**src/hw/rtl/rgbhsv_pkg.sv**
```systemverilog
package rgbhsv_pkg;

    localparam int CHANNEL_BITS_DEF = 8;
    localparam int HUE_BITS         = 13;
    localparam int HUE_SECTOR       = 960;
    localparam int HUE_FULL         = 5760;
    localparam int HUE_QUO_BITS     = 10;

    typedef enum logic [1:0] {
        SECT_RED   = 2'd0,
        SECT_GREEN = 2'd1,
        SECT_BLUE  = 2'd2
    } hsv_sector_t;

    typedef struct packed {
        hsv_sector_t sector;
        logic        neg;
        logic        grey;
    } hsv_flags_t;

endpackage

```
**src/hw/rtl/rgbhsv_rgb_if.sv**
```systemverilog
interface rgbhsv_rgb_if
    import rgbhsv_pkg::*;
#(
    parameter int CHANNEL_BITS = CHANNEL_BITS_DEF
);
    logic                    valid;
    logic                    ready;
    logic [CHANNEL_BITS-1:0] red;
    logic [CHANNEL_BITS-1:0] green;
    logic [CHANNEL_BITS-1:0] blue;

    modport source (output valid, output red, output green, output blue, input ready);
    modport sink (input valid, input red, input green, input blue, output ready);
endinterface

```
**src/hw/rtl/rgbhsv_hsv_if.sv**
```systemverilog
interface rgbhsv_hsv_if
    import rgbhsv_pkg::*;
#(
    parameter int CHANNEL_BITS = CHANNEL_BITS_DEF
);
    logic                    valid;
    logic                    ready;
    logic [HUE_BITS-1:0]     hue;
    logic [CHANNEL_BITS-1:0] saturation;
    logic [CHANNEL_BITS-1:0] brightness;

    modport source (output valid, output hue, output saturation, output brightness,
                    input ready);
    modport sink (input valid, input hue, input saturation, input brightness,
                  output ready);
endinterface

```
**src/hw/rtl/rgb_to_hsv_converter.sv**
```systemverilog
// RGB to HSV pixel converter. Takes one word of red, green and blue and returns
// hue (1/16 degree, 0..5759), saturation (floor(max_code*delta/max)) and
// brightness (largest channel); grey pixels give hue and saturation of zero.
// Throughput is one pixel per clock while the output is not stalled. The pipeline has
// two front stages (extremes, then delta and dividends), one stage per quotient
// bit in the restoring divider that produces saturation and hue in parallel, and
// the output register, with QUO_BITS = max(CHANNEL_BITS, 10) quotient bits.
// Backpressure stalls each stage only when its successor is full.
module rgb_to_hsv_converter
    import rgbhsv_pkg::*;
#(
    parameter int CHANNEL_BITS = CHANNEL_BITS_DEF
)
(
    input  logic          clk,
    input  logic          rst_n,
    rgbhsv_rgb_if.sink    pixel_in,
    rgbhsv_hsv_if.source  pixel_out
);
    localparam int QUO_BITS = (CHANNEL_BITS > HUE_QUO_BITS) ? CHANNEL_BITS : HUE_QUO_BITS;
    localparam int DW       = QUO_BITS + CHANNEL_BITS;
    localparam int SUM_BITS = HUE_BITS + 1;

    logic                    fr_valid;
    logic                    fr_ready;
    logic [DW-1:0]           fr_sat;
    logic [DW-1:0]           fr_hue;
    logic [CHANNEL_BITS-1:0] fr_div;
    logic [CHANNEL_BITS-1:0] fr_bri;
    hsv_flags_t              fr_flags;

    logic                    dv_valid;
    logic                    dv_ready;
    logic [QUO_BITS-1:0]     dv_sat;
    logic [QUO_BITS-1:0]     dv_hue;
    logic [CHANNEL_BITS-1:0] dv_bri;
    hsv_flags_t              dv_flags;

    logic                    out_valid_reg;
    logic [HUE_BITS-1:0]     hue_reg;
    logic [CHANNEL_BITS-1:0] sat_reg;
    logic [CHANNEL_BITS-1:0] bri_reg;
    logic [HUE_BITS-1:0]     hue_next;
    logic [CHANNEL_BITS-1:0] sat_next;
    logic [SUM_BITS-1:0]     offset;
    logic [SUM_BITS-1:0]     quo;
    logic [SUM_BITS-1:0]     hue_sum;
    logic                    out_load;

    rgbhsv_front #(
        .CHANNEL_BITS (CHANNEL_BITS),
        .QUO_BITS     (QUO_BITS)
    ) u_front (
        .clk          (clk),
        .rst_n        (rst_n),
        .in_valid     (pixel_in.valid),
        .in_ready     (pixel_in.ready),
        .red          (pixel_in.red),
        .green        (pixel_in.green),
        .blue         (pixel_in.blue),
        .out_valid    (fr_valid),
        .out_ready    (fr_ready),
        .sat_dividend (fr_sat),
        .hue_dividend (fr_hue),
        .divisor      (fr_div),
        .brightness   (fr_bri),
        .flags        (fr_flags)
    );

    rgbhsv_div #(
        .CHANNEL_BITS (CHANNEL_BITS),
        .QUO_BITS     (QUO_BITS)
    ) u_div (
        .clk            (clk),
        .rst_n          (rst_n),
        .in_valid       (fr_valid),
        .in_ready       (fr_ready),
        .sat_dividend   (fr_sat),
        .hue_dividend   (fr_hue),
        .divisor        (fr_div),
        .in_brightness  (fr_bri),
        .in_flags       (fr_flags),
        .out_valid      (dv_valid),
        .out_ready      (dv_ready),
        .sat_quo        (dv_sat),
        .hue_quo        (dv_hue),
        .out_brightness (dv_bri),
        .out_flags      (dv_flags)
    );

    assign out_load = !out_valid_reg || pixel_out.ready;
    assign dv_ready = out_load;

    always_comb
    begin
        case (dv_flags.sector)
            SECT_RED:   offset = '0;
            SECT_GREEN: offset = SUM_BITS'(2 * HUE_SECTOR);
            SECT_BLUE:  offset = SUM_BITS'(4 * HUE_SECTOR);
            default:    offset = '0;
        endcase
        quo = SUM_BITS'(dv_hue[HUE_QUO_BITS-1:0]);
        if (!dv_flags.neg)
            hue_sum = offset + quo;
        else if (offset >= quo)
            hue_sum = offset - quo;
        else
            hue_sum = offset + SUM_BITS'(HUE_FULL) - quo;  // wrap below zero
        hue_next = dv_flags.grey ? '0 : hue_sum[HUE_BITS-1:0];
        sat_next = dv_flags.grey ? '0 : dv_sat[CHANNEL_BITS-1:0];
    end

    always_ff @(posedge clk or negedge rst_n)
    begin
        if (!rst_n)
            out_valid_reg <= 1'b0;
        else if (out_load)
            out_valid_reg <= dv_valid;
    end

    always_ff @(posedge clk)
    begin
        if (out_load && dv_valid)
        begin
            hue_reg <= hue_next;
            sat_reg <= sat_next;
            bri_reg <= dv_bri;
        end
    end

    assign pixel_out.valid      = out_valid_reg;
    assign pixel_out.hue        = hue_reg;
    assign pixel_out.saturation = sat_reg;
    assign pixel_out.brightness = bri_reg;

`ifndef NO_ASSERTIONS
    a_hue_range: assert property (@(posedge clk) disable iff (!rst_n)
        out_valid_reg |-> hue_reg < HUE_BITS'(HUE_FULL))
        else $error("hue outside full circle");

    a_grey_hue: assert property (@(posedge clk) disable iff (!rst_n)
        out_valid_reg && sat_reg == '0 |-> hue_reg == '0)
        else $error("zero saturation with non-zero hue");

    a_black_sat: assert property (@(posedge clk) disable iff (!rst_n)
        out_valid_reg && bri_reg == '0 |-> sat_reg == '0)
        else $error("black pixel with non-zero saturation");
`endif
endmodule

```
**src/hw/rtl/rgbhsv_front.sv**
```systemverilog
module rgbhsv_front
    import rgbhsv_pkg::*;
#(
    parameter int CHANNEL_BITS = CHANNEL_BITS_DEF,
    parameter int QUO_BITS     = HUE_QUO_BITS
)
(
    input  logic                             clk,
    input  logic                             rst_n,
    input  logic                             in_valid,
    output logic                             in_ready,
    input  logic [CHANNEL_BITS-1:0]          red,
    input  logic [CHANNEL_BITS-1:0]          green,
    input  logic [CHANNEL_BITS-1:0]          blue,
    output logic                             out_valid,
    input  logic                             out_ready,
    output logic [QUO_BITS+CHANNEL_BITS-1:0] sat_dividend,
    output logic [QUO_BITS+CHANNEL_BITS-1:0] hue_dividend,
    output logic [CHANNEL_BITS-1:0]          divisor,
    output logic [CHANNEL_BITS-1:0]          brightness,
    output hsv_flags_t                       flags
);
    localparam int DW = QUO_BITS + CHANNEL_BITS;

    // stage 1: extremes and sector
    logic                    s1_valid_reg;
    logic [CHANNEL_BITS-1:0] s1_red_reg;
    logic [CHANNEL_BITS-1:0] s1_green_reg;
    logic [CHANNEL_BITS-1:0] s1_blue_reg;
    logic [CHANNEL_BITS-1:0] s1_max_reg;
    logic [CHANNEL_BITS-1:0] s1_min_reg;
    hsv_sector_t             s1_sector_reg;
    logic [CHANNEL_BITS-1:0] s1_max_next;
    logic [CHANNEL_BITS-1:0] s1_min_next;
    hsv_sector_t             s1_sector_next;
    logic                    s1_load;

    // stage 2: delta, difference and dividends
    logic                    s2_valid_reg;
    logic [DW-1:0]           s2_sat_reg;
    logic [DW-1:0]           s2_hue_reg;
    logic [CHANNEL_BITS-1:0] s2_delta_reg;
    logic [CHANNEL_BITS-1:0] s2_max_reg;
    hsv_flags_t              s2_flags_reg;
    logic [DW-1:0]           s2_sat_next;
    logic [DW-1:0]           s2_hue_next;
    logic [CHANNEL_BITS-1:0] s2_delta_next;
    hsv_flags_t              s2_flags_next;
    logic [CHANNEL_BITS:0]   diff;
    logic [CHANNEL_BITS:0]   diff_abs;
    logic                    s2_load;

    assign s2_load  = !s2_valid_reg || out_ready;
    assign s1_load  = !s1_valid_reg || s2_load;
    assign in_ready = s1_load;

    always_comb
    begin
        s1_max_next = red;
        s1_min_next = red;
        if (green > s1_max_next)
            s1_max_next = green;
        if (blue > s1_max_next)
            s1_max_next = blue;
        if (green < s1_min_next)
            s1_min_next = green;
        if (blue < s1_min_next)
            s1_min_next = blue;
        if (s1_max_next == red)
            s1_sector_next = SECT_RED;
        else if (s1_max_next == green)
            s1_sector_next = SECT_GREEN;
        else
            s1_sector_next = SECT_BLUE;
    end

    always_ff @(posedge clk or negedge rst_n)
    begin
        if (!rst_n)
            s1_valid_reg <= 1'b0;
        else if (s1_load)
            s1_valid_reg <= in_valid;
    end

    always_ff @(posedge clk)
    begin
        if (s1_load && in_valid)
        begin
            s1_red_reg    <= red;
            s1_green_reg  <= green;
            s1_blue_reg   <= blue;
            s1_max_reg    <= s1_max_next;
            s1_min_reg    <= s1_min_next;
            s1_sector_reg <= s1_sector_next;
        end
    end

    always_comb
    begin
        case (s1_sector_reg)
            SECT_RED:   diff = {1'b0, s1_green_reg} - {1'b0, s1_blue_reg};
            SECT_GREEN: diff = {1'b0, s1_blue_reg} - {1'b0, s1_red_reg};
            SECT_BLUE:  diff = {1'b0, s1_red_reg} - {1'b0, s1_green_reg};
            default:    diff = '0;
        endcase
        diff_abs             = diff[CHANNEL_BITS] ? (~diff + 1'b1) : diff;
        s2_delta_next        = s1_max_reg - s1_min_reg;
        // max * delta with max = 2^n - 1
        s2_sat_next          = (DW'(s2_delta_next) << CHANNEL_BITS) - DW'(s2_delta_next);
        s2_hue_next          = DW'(diff_abs[CHANNEL_BITS-1:0]) * DW'(HUE_SECTOR);
        s2_flags_next.sector = s1_sector_reg;
        s2_flags_next.neg    = diff[CHANNEL_BITS];
        s2_flags_next.grey   = (s2_delta_next == '0);
    end

    always_ff @(posedge clk or negedge rst_n)
    begin
        if (!rst_n)
            s2_valid_reg <= 1'b0;
        else if (s2_load)
            s2_valid_reg <= s1_valid_reg;
    end

    always_ff @(posedge clk)
    begin
        if (s2_load && s1_valid_reg)
        begin
            s2_sat_reg   <= s2_sat_next;
            s2_hue_reg   <= s2_hue_next;
            s2_delta_reg <= s2_delta_next;
            s2_max_reg   <= s1_max_reg;
            s2_flags_reg <= s2_flags_next;
        end
    end

    assign out_valid    = s2_valid_reg;
    assign sat_dividend = s2_sat_reg;
    assign hue_dividend = s2_hue_reg;
    assign divisor      = s2_delta_reg;
    assign brightness   = s2_max_reg;
    assign flags        = s2_flags_reg;
endmodule

```
**src/hw/rtl/rgbhsv_div.sv**
```systemverilog
module rgbhsv_div
    import rgbhsv_pkg::*;
#(
    parameter int CHANNEL_BITS = CHANNEL_BITS_DEF,
    parameter int QUO_BITS     = HUE_QUO_BITS
)
(
    input  logic                             clk,
    input  logic                             rst_n,
    input  logic                             in_valid,
    output logic                             in_ready,
    input  logic [QUO_BITS+CHANNEL_BITS-1:0] sat_dividend,
    input  logic [QUO_BITS+CHANNEL_BITS-1:0] hue_dividend,
    input  logic [CHANNEL_BITS-1:0]          divisor,
    input  logic [CHANNEL_BITS-1:0]          in_brightness,
    input  hsv_flags_t                       in_flags,
    output logic                             out_valid,
    input  logic                             out_ready,
    output logic [QUO_BITS-1:0]              sat_quo,
    output logic [QUO_BITS-1:0]              hue_quo,
    output logic [CHANNEL_BITS-1:0]          out_brightness,
    output hsv_flags_t                       out_flags
);
    localparam int DW = QUO_BITS + CHANNEL_BITS;

    // one quotient bit per stage; saturation divides by brightness, hue by delta
    logic                    valid_reg [QUO_BITS];
    logic [CHANNEL_BITS-1:0] rem_s_reg [QUO_BITS];
    logic [CHANNEL_BITS-1:0] rem_h_reg [QUO_BITS];
    logic [QUO_BITS-1:0]     low_s_reg [QUO_BITS];
    logic [QUO_BITS-1:0]     low_h_reg [QUO_BITS];
    logic [QUO_BITS-1:0]     quo_s_reg [QUO_BITS];
    logic [QUO_BITS-1:0]     quo_h_reg [QUO_BITS];
    logic [CHANNEL_BITS-1:0] div_reg   [QUO_BITS];
    logic [CHANNEL_BITS-1:0] bri_reg   [QUO_BITS];
    hsv_flags_t              flags_reg [QUO_BITS];
    logic [QUO_BITS:0]       load;

    assign load[QUO_BITS] = out_ready;
    assign in_ready       = load[0];

    for (genvar k = 0; k < QUO_BITS; k++)
    begin : g_stage
        logic                    v_in;
        logic [CHANNEL_BITS-1:0] rem_s_in;
        logic [CHANNEL_BITS-1:0] rem_h_in;
        logic [QUO_BITS-1:0]     low_s_in;
        logic [QUO_BITS-1:0]     low_h_in;
        logic [QUO_BITS-1:0]     quo_s_in;
        logic [QUO_BITS-1:0]     quo_h_in;
        logic [CHANNEL_BITS-1:0] div_in;
        logic [CHANNEL_BITS-1:0] bri_in;
        hsv_flags_t              flags_in;
        logic [CHANNEL_BITS:0]   trial_s;
        logic [CHANNEL_BITS:0]   trial_h;
        logic [CHANNEL_BITS:0]   sub_s;
        logic [CHANNEL_BITS:0]   sub_h;
        logic                    ge_s;
        logic                    ge_h;
        logic [CHANNEL_BITS-1:0] rem_s_next;
        logic [CHANNEL_BITS-1:0] rem_h_next;

        if (k == 0)
        begin : g_first
            assign v_in     = in_valid;
            assign rem_s_in = sat_dividend[DW-1:QUO_BITS];
            assign rem_h_in = hue_dividend[DW-1:QUO_BITS];
            assign low_s_in = sat_dividend[QUO_BITS-1:0];
            assign low_h_in = hue_dividend[QUO_BITS-1:0];
            assign quo_s_in = '0;
            assign quo_h_in = '0;
            assign div_in   = divisor;
            assign bri_in   = in_brightness;
            assign flags_in = in_flags;
        end
        else
        begin : g_next
            assign v_in     = valid_reg[k-1];
            assign rem_s_in = rem_s_reg[k-1];
            assign rem_h_in = rem_h_reg[k-1];
            assign low_s_in = low_s_reg[k-1];
            assign low_h_in = low_h_reg[k-1];
            assign quo_s_in = quo_s_reg[k-1];
            assign quo_h_in = quo_h_reg[k-1];
            assign div_in   = div_reg[k-1];
            assign bri_in   = bri_reg[k-1];
            assign flags_in = flags_reg[k-1];
        end

        assign trial_s    = {rem_s_in, low_s_in[QUO_BITS-1]};
        assign trial_h    = {rem_h_in, low_h_in[QUO_BITS-1]};
        assign sub_s      = trial_s - {1'b0, bri_in};
        assign sub_h      = trial_h - {1'b0, div_in};
        assign ge_s       = (trial_s >= {1'b0, bri_in});
        assign ge_h       = (trial_h >= {1'b0, div_in});
        assign rem_s_next = ge_s ? sub_s[CHANNEL_BITS-1:0] : trial_s[CHANNEL_BITS-1:0];
        assign rem_h_next = ge_h ? sub_h[CHANNEL_BITS-1:0] : trial_h[CHANNEL_BITS-1:0];
        assign load[k]    = !valid_reg[k] || load[k+1];

        always_ff @(posedge clk or negedge rst_n)
        begin
            if (!rst_n)
                valid_reg[k] <= 1'b0;
            else if (load[k])
                valid_reg[k] <= v_in;
        end

        always_ff @(posedge clk)
        begin
            if (load[k] && v_in)
            begin
                rem_s_reg[k] <= rem_s_next;
                rem_h_reg[k] <= rem_h_next;
                low_s_reg[k] <= low_s_in << 1;
                low_h_reg[k] <= low_h_in << 1;
                quo_s_reg[k] <= {quo_s_in[QUO_BITS-2:0], ge_s};
                quo_h_reg[k] <= {quo_h_in[QUO_BITS-2:0], ge_h};
                div_reg[k]   <= div_in;
                bri_reg[k]   <= bri_in;
                flags_reg[k] <= flags_in;
            end
        end
    end

    assign out_valid      = valid_reg[QUO_BITS-1];
    assign sat_quo        = quo_s_reg[QUO_BITS-1];
    assign hue_quo        = quo_h_reg[QUO_BITS-1];
    assign out_brightness = bri_reg[QUO_BITS-1];
    assign out_flags      = flags_reg[QUO_BITS-1];

`ifndef NO_ASSERTIONS
    a_hue_quo_range: assert property (@(posedge clk) disable iff (!rst_n)
        out_valid && !out_flags.grey |-> hue_quo <= QUO_BITS'(HUE_SECTOR))
        else $error("hue quotient above one sector");

    a_sat_quo_range: assert property (@(posedge clk) disable iff (!rst_n)
        out_valid && !out_flags.grey |-> (sat_quo >> CHANNEL_BITS) == '0)
        else $error("saturation quotient overflows channel width");
`endif
endmodule

```
**src/flat_wrapper.sv**
```systemverilog
// flat-port wrapper written by rule: the top's interface ports become plain ports
module rgb_to_hsv_converter_flat import rgbhsv_pkg::*;
#(
    parameter int CHANNEL_BITS = CHANNEL_BITS_DEF
)
  (clk, rst_n, pixel_in_valid, pixel_in_red, pixel_in_green, pixel_in_blue, pixel_in_ready, pixel_out_valid, pixel_out_hue, pixel_out_saturation, pixel_out_brightness, pixel_out_ready);
  rgbhsv_rgb_if #(.CHANNEL_BITS(CHANNEL_BITS)) pixel_in_i ();
  rgbhsv_hsv_if #(.CHANNEL_BITS(CHANNEL_BITS)) pixel_out_i ();
  input  logic clk;
  input  logic rst_n;
  input wire logic [$bits(pixel_in_i.valid)-1:0] pixel_in_valid;
  input wire logic [$bits(pixel_in_i.red)-1:0] pixel_in_red;
  input wire logic [$bits(pixel_in_i.green)-1:0] pixel_in_green;
  input wire logic [$bits(pixel_in_i.blue)-1:0] pixel_in_blue;
  output wire logic [$bits(pixel_in_i.ready)-1:0] pixel_in_ready;
  output wire logic [$bits(pixel_out_i.valid)-1:0] pixel_out_valid;
  output wire logic [$bits(pixel_out_i.hue)-1:0] pixel_out_hue;
  output wire logic [$bits(pixel_out_i.saturation)-1:0] pixel_out_saturation;
  output wire logic [$bits(pixel_out_i.brightness)-1:0] pixel_out_brightness;
  input wire logic [$bits(pixel_out_i.ready)-1:0] pixel_out_ready;
  assign pixel_in_i.valid = pixel_in_valid;
  assign pixel_in_i.red = pixel_in_red;
  assign pixel_in_i.green = pixel_in_green;
  assign pixel_in_i.blue = pixel_in_blue;
  assign pixel_in_ready = pixel_in_i.ready;
  assign pixel_out_valid = pixel_out_i.valid;
  assign pixel_out_hue = pixel_out_i.hue;
  assign pixel_out_saturation = pixel_out_i.saturation;
  assign pixel_out_brightness = pixel_out_i.brightness;
  assign pixel_out_i.ready = pixel_out_ready;
  rgb_to_hsv_converter #(.CHANNEL_BITS(CHANNEL_BITS)) u_core (.clk(clk), .rst_n(rst_n), .pixel_in(pixel_in_i), .pixel_out(pixel_out_i));
endmodule
```
**config.mk**
```make
export PLATFORM = sky130hd
export DESIGN_NAME = rgb_to_hsv_converter_flat
export DESIGN_NICKNAME = d
export VERILOG_FILES = /design/src/hw/rtl/rgbhsv_pkg.sv /design/src/hw/rtl/rgbhsv_rgb_if.sv /design/src/hw/rtl/rgbhsv_hsv_if.sv /design/src/hw/rtl/rgb_to_hsv_converter.sv /design/src/hw/rtl/rgbhsv_front.sv /design/src/hw/rtl/rgbhsv_div.sv /design/src/flat_wrapper.sv
export SDC_FILE = /design/constraint.sdc
export NUM_CORES = 1
export LEC_CHECK = 0
export BUFFER_PORTS_ARGS = -buffer_cell sky130_fd_sc_hd__buf_2
export CELL_PAD_IN_SITES_DETAIL_PLACEMENT = 1
export CELL_PAD_IN_SITES_GLOBAL_PLACEMENT = 2
export CORE_MARGIN = 3
export CORE_UTILIZATION = 25
export CTS_CLUSTER_SIZE = 25
export DETAILED_ROUTE_END_ITERATION = 16
export PLACE_DENSITY = 0.53
export SLEW_MARGIN = 20
export SYNTH_ARGS = -nofsm -noshare
export SYNTH_HDL_FRONTEND = slang
export SYNTH_SLANG_ARGS = --single-unit
```
**constraint.sdc**
```tcl
create_clock -name clk -period 7.55 [get_ports clk]
set_clock_uncertainty 0.15 [all_clocks]
set_input_delay 0 -clock clk [delete_from_list [all_inputs] [get_ports clk]]
set_output_delay 0 -clock clk [all_outputs]
set_load 0.005 [all_outputs]
```
==> results.json <==
{
  "hp-start": "pixel_out_ready",
  "grt-ovfl-total": 0,
  "netlist-cell-type-count": 71,
  "cp_max_fo": 7,
  "r2r-start": "u_core.u_front.s1_red_reg[0]",
  "diodes": 0,
  "synth-compound-area-share_pct": 9.06,
  "drc": 0,
  "gp_congestion": 0.794,
  "status": "completed",
  "nets": 2900,
  "synth_fa_ha_area_share_pct": 12.4,
  "cts-hold-fix-buffers": 30,
  "numCtsBuffers": 74,
  "fin_tns_setup_ps": 0,
  "area_delta_synth_final_pct": 16.7,
  "die_w_um": 355,
  "die_area_um2": 126000,
  "cp-end-kind": "register",
  "setup_violations": 0,
  "cts.clk_slew.worst_paths_ps": 60,
  "cp-start-kind": "register",
  "grt_pass1_vias": 19900,
  "vias": 18000,
  "hold_violations": 0,
  "drv_cap": 0,
  "synth_ff_type": "edfxtp_1",
  "cellLeakagePower_uw": 0.0141,
  "async_flop_share_pct": 2.16,
  "antenna_found_initial": 0,
  "hpwl_um": 45900,
  "grt_usage_pct": 9.81,
  "post_dp_cell_area_um2": 32900,
  "timing.final.ws_setup_ps": 1470,
  "clock_latency_ps": 630,
  "core.rowCount": 127,
  "reg2regPathDepth": 22,
  "avgSynthCellArea_um2": 12.5,
  "drive_above_1_share_pct": 9.33,
  "startpoint": "u_core.u_front.s1_red_reg[0]",
  "synthCells": 2432,
  "synth-edff-count": 588,
  "crit_type": "reg -> reg",
  "slew_headroom_pct": 27.2,
  "period_needed_ps": 6080,
  "drt-total-wl_um": 60500,
  "ys_seq_area_share_pct": 58.9,
  "cts-root-buf": "clkbuf_16",
  "peakVddDrop_mv": 0.306,
  "powerDensity_nw_per_um2": 456,
  "fill_cells": 13100,
  "cts_tree": "built",
  "initial_utilization_pct": 25.3,
  "die_h_um": 355,
  "hold_slack_ps": 79.8,
  "rsz0062_at_grt": "false",
  "yosysWarnings": 0,
  "wl_per_cell_um": 14.2,
  "grt_max_degree": 53,
  "drt-vias-per-instance": 4.22,
  "synth_top_family_by_area": "adder cells",
  "min_period_over_period_pct": 80.6,
  "postCtsSetupRepairBufs": 0,
  "final_cell_area_um2": 35600,
  "syn-cell-area_um2": 30500,
  "io_buffers": 58,
  "clockBufferDepth": 3,
  "postRouteAntennaNets": 0,
  "synthSimpleGateAreaFrac_pct": 8.51,
  "rr_endpoint": "u_core.u_front.hue_dividend[17]",
  "cts.sinks": 601,
  "drt_iter0_drc": 562,
  "cts_resized": 0,
  "synth_xor_area_share_pct": 4.84,
  "crit_arrival_ps": 6310,
  "grt_pass1_wl_um": 101000,
  "ioPinCount": 59,
  "maxSlewViolCount": 0,
  "muxShareOfSynthArea_pct": 1.97,
  "htreeDepth": 3,
  "synth-seq-cells": 601,
  "worstMarginPinSlew_ps": 1090,
  "largest_register_ffs": 80,
  "firstDrtPassIters": 4,
  "required_ps": 7780,
  "core_area_um2": 121000,
  "syn_nets": 2743,
  "hold_end": "u_core.pixel_out.valid",
  "max_freq_mhz": 164,
  "rrSetupSlack_ps": 1470,
  "fin_util_pct": 29.5,
  "hold_class": "in -> reg",
  "dp_slack_ps": 1400,
  "hold_path_depth": 4
}
## cells in the final DEF (no fill, tap or decap), types with 56 or more instances in the layout
master and instances:
edfxtp_1 588, inv_1 317, ha_1 250, nor2_1 218
a21oi_1 177, o21ai_0 113, xnor2_1 112, clkbuf_16 75
nand2_1 63, nand2b_1 59, buf_2 58, nor2b_1 56
## critical path, stage by stage, from the launching register on
cell	delay, ps
edfxtp_1	400
ha_1	240
fa_1	410
nand2b_1	200
a21oi_2	230
nor4_1	90
or4_4	550
nor3_4	320
or2_2	190
xor2_1	380
inv_1	120
fa_1	490
fa_1	510
inv_1	40
ha_1	330
a21oi_1	230
o21bai_1	100
a21oi_1	220
o21bai_1	90
a21oi_1	210
o21bai_1	90
a21oi_1	170
xnor2_1	90
## worst max-delay path by stage
stage,endpoint,depth (start not counted),slack [ps]
6_report,u_core.u_front.hue_dividend[17],22,1470
5_1_grt,u_core.u_front.hue_dividend[17],22,1050
4_1_cts,u_core.u_front.hue_dividend[17],22,1400
3_5_place_dp,u_core.u_front.hue_dividend[17],22,1400
3_3_place_gp,u_core.u_front.hue_dividend[17],22,1440
2_1_floorplan,u_core.u_front.hue_dividend[17],22,1990
## synthesized netlist by cell type, types with 6 or more instances
cell type    n  area, um^2
xnor2_1    112         981
o21bai_1    11        82.6
and2_1      20         125
ha_1       250        3130
nor2_1     218         818
dfrtp_1     13         325
nand4_1     40         250
a21boi_0    36         270
a211oi_1    20         150
a2bb2oi_1   17         149
nand2b_1    59         369
xor2_1      51         447
o21a_1      12        90.1
fa_1        33         661
mux2i_1     32         320
a21o_1      30         225
inv_1      317        1190
a21oi_1    177         886
edfxtp_1   588       17700
nor3_1      28         140
or2_2        6        37.5
o21ai_0    113         566
nand2_1     63         236
clkbuf_1    23        86.3
mux2_2      25         282
nor2b_1     58         363
nand3_1     11        55.1
## power by group
part	leakage [uW]	switching, uW	internal [uW]
sequential	0.00588	494	5370
combinational	0.00709	3820	3060
clock	0.00117	1420	2080
total	0.0141	5730	10500
## cell type report
class / instances / area, um^2 / share of cell area [%]
Inverter: 318 / 1190 / 3.35
Sequential cell: 601 / 18000 / 50.5
Tap cell: 1612 / 2020 / 5.66
Timing Repair Buffer: 107 / 733 / 2.06
Multi-Input combinational cell: 1487 / 11300 / 31.7
Clock inverter: 45 / 488 / 1.37
Clock buffer: 89 / 1930 / 5.41
## per-stage QoR
step                      cells  power, uW
after global placement     4095      12800
after CTS                  4259      16600
after detailed placement   4095      13000
after floorplan            2432      11200
final                      4259      16200
after global routing       4259      17800
## cell families after synthesis
kind of cell	count (synthesis)
xor+xnor	166
other cells	1
simple gates	527
compound gates	453
buf+inv	344
mux	57
fa+ha+maj	283
flops	601
## metal layers
metal  vias up  GRT usage, %  routed length [um]
met1      8679          10.6               25000
met4         0          4.04                2310
met5         -             0                   0
met3       133          1.97                2050
li1       8966             -                   -
met2       208          18.5               31200
Power figures use the tool's default switching activity.
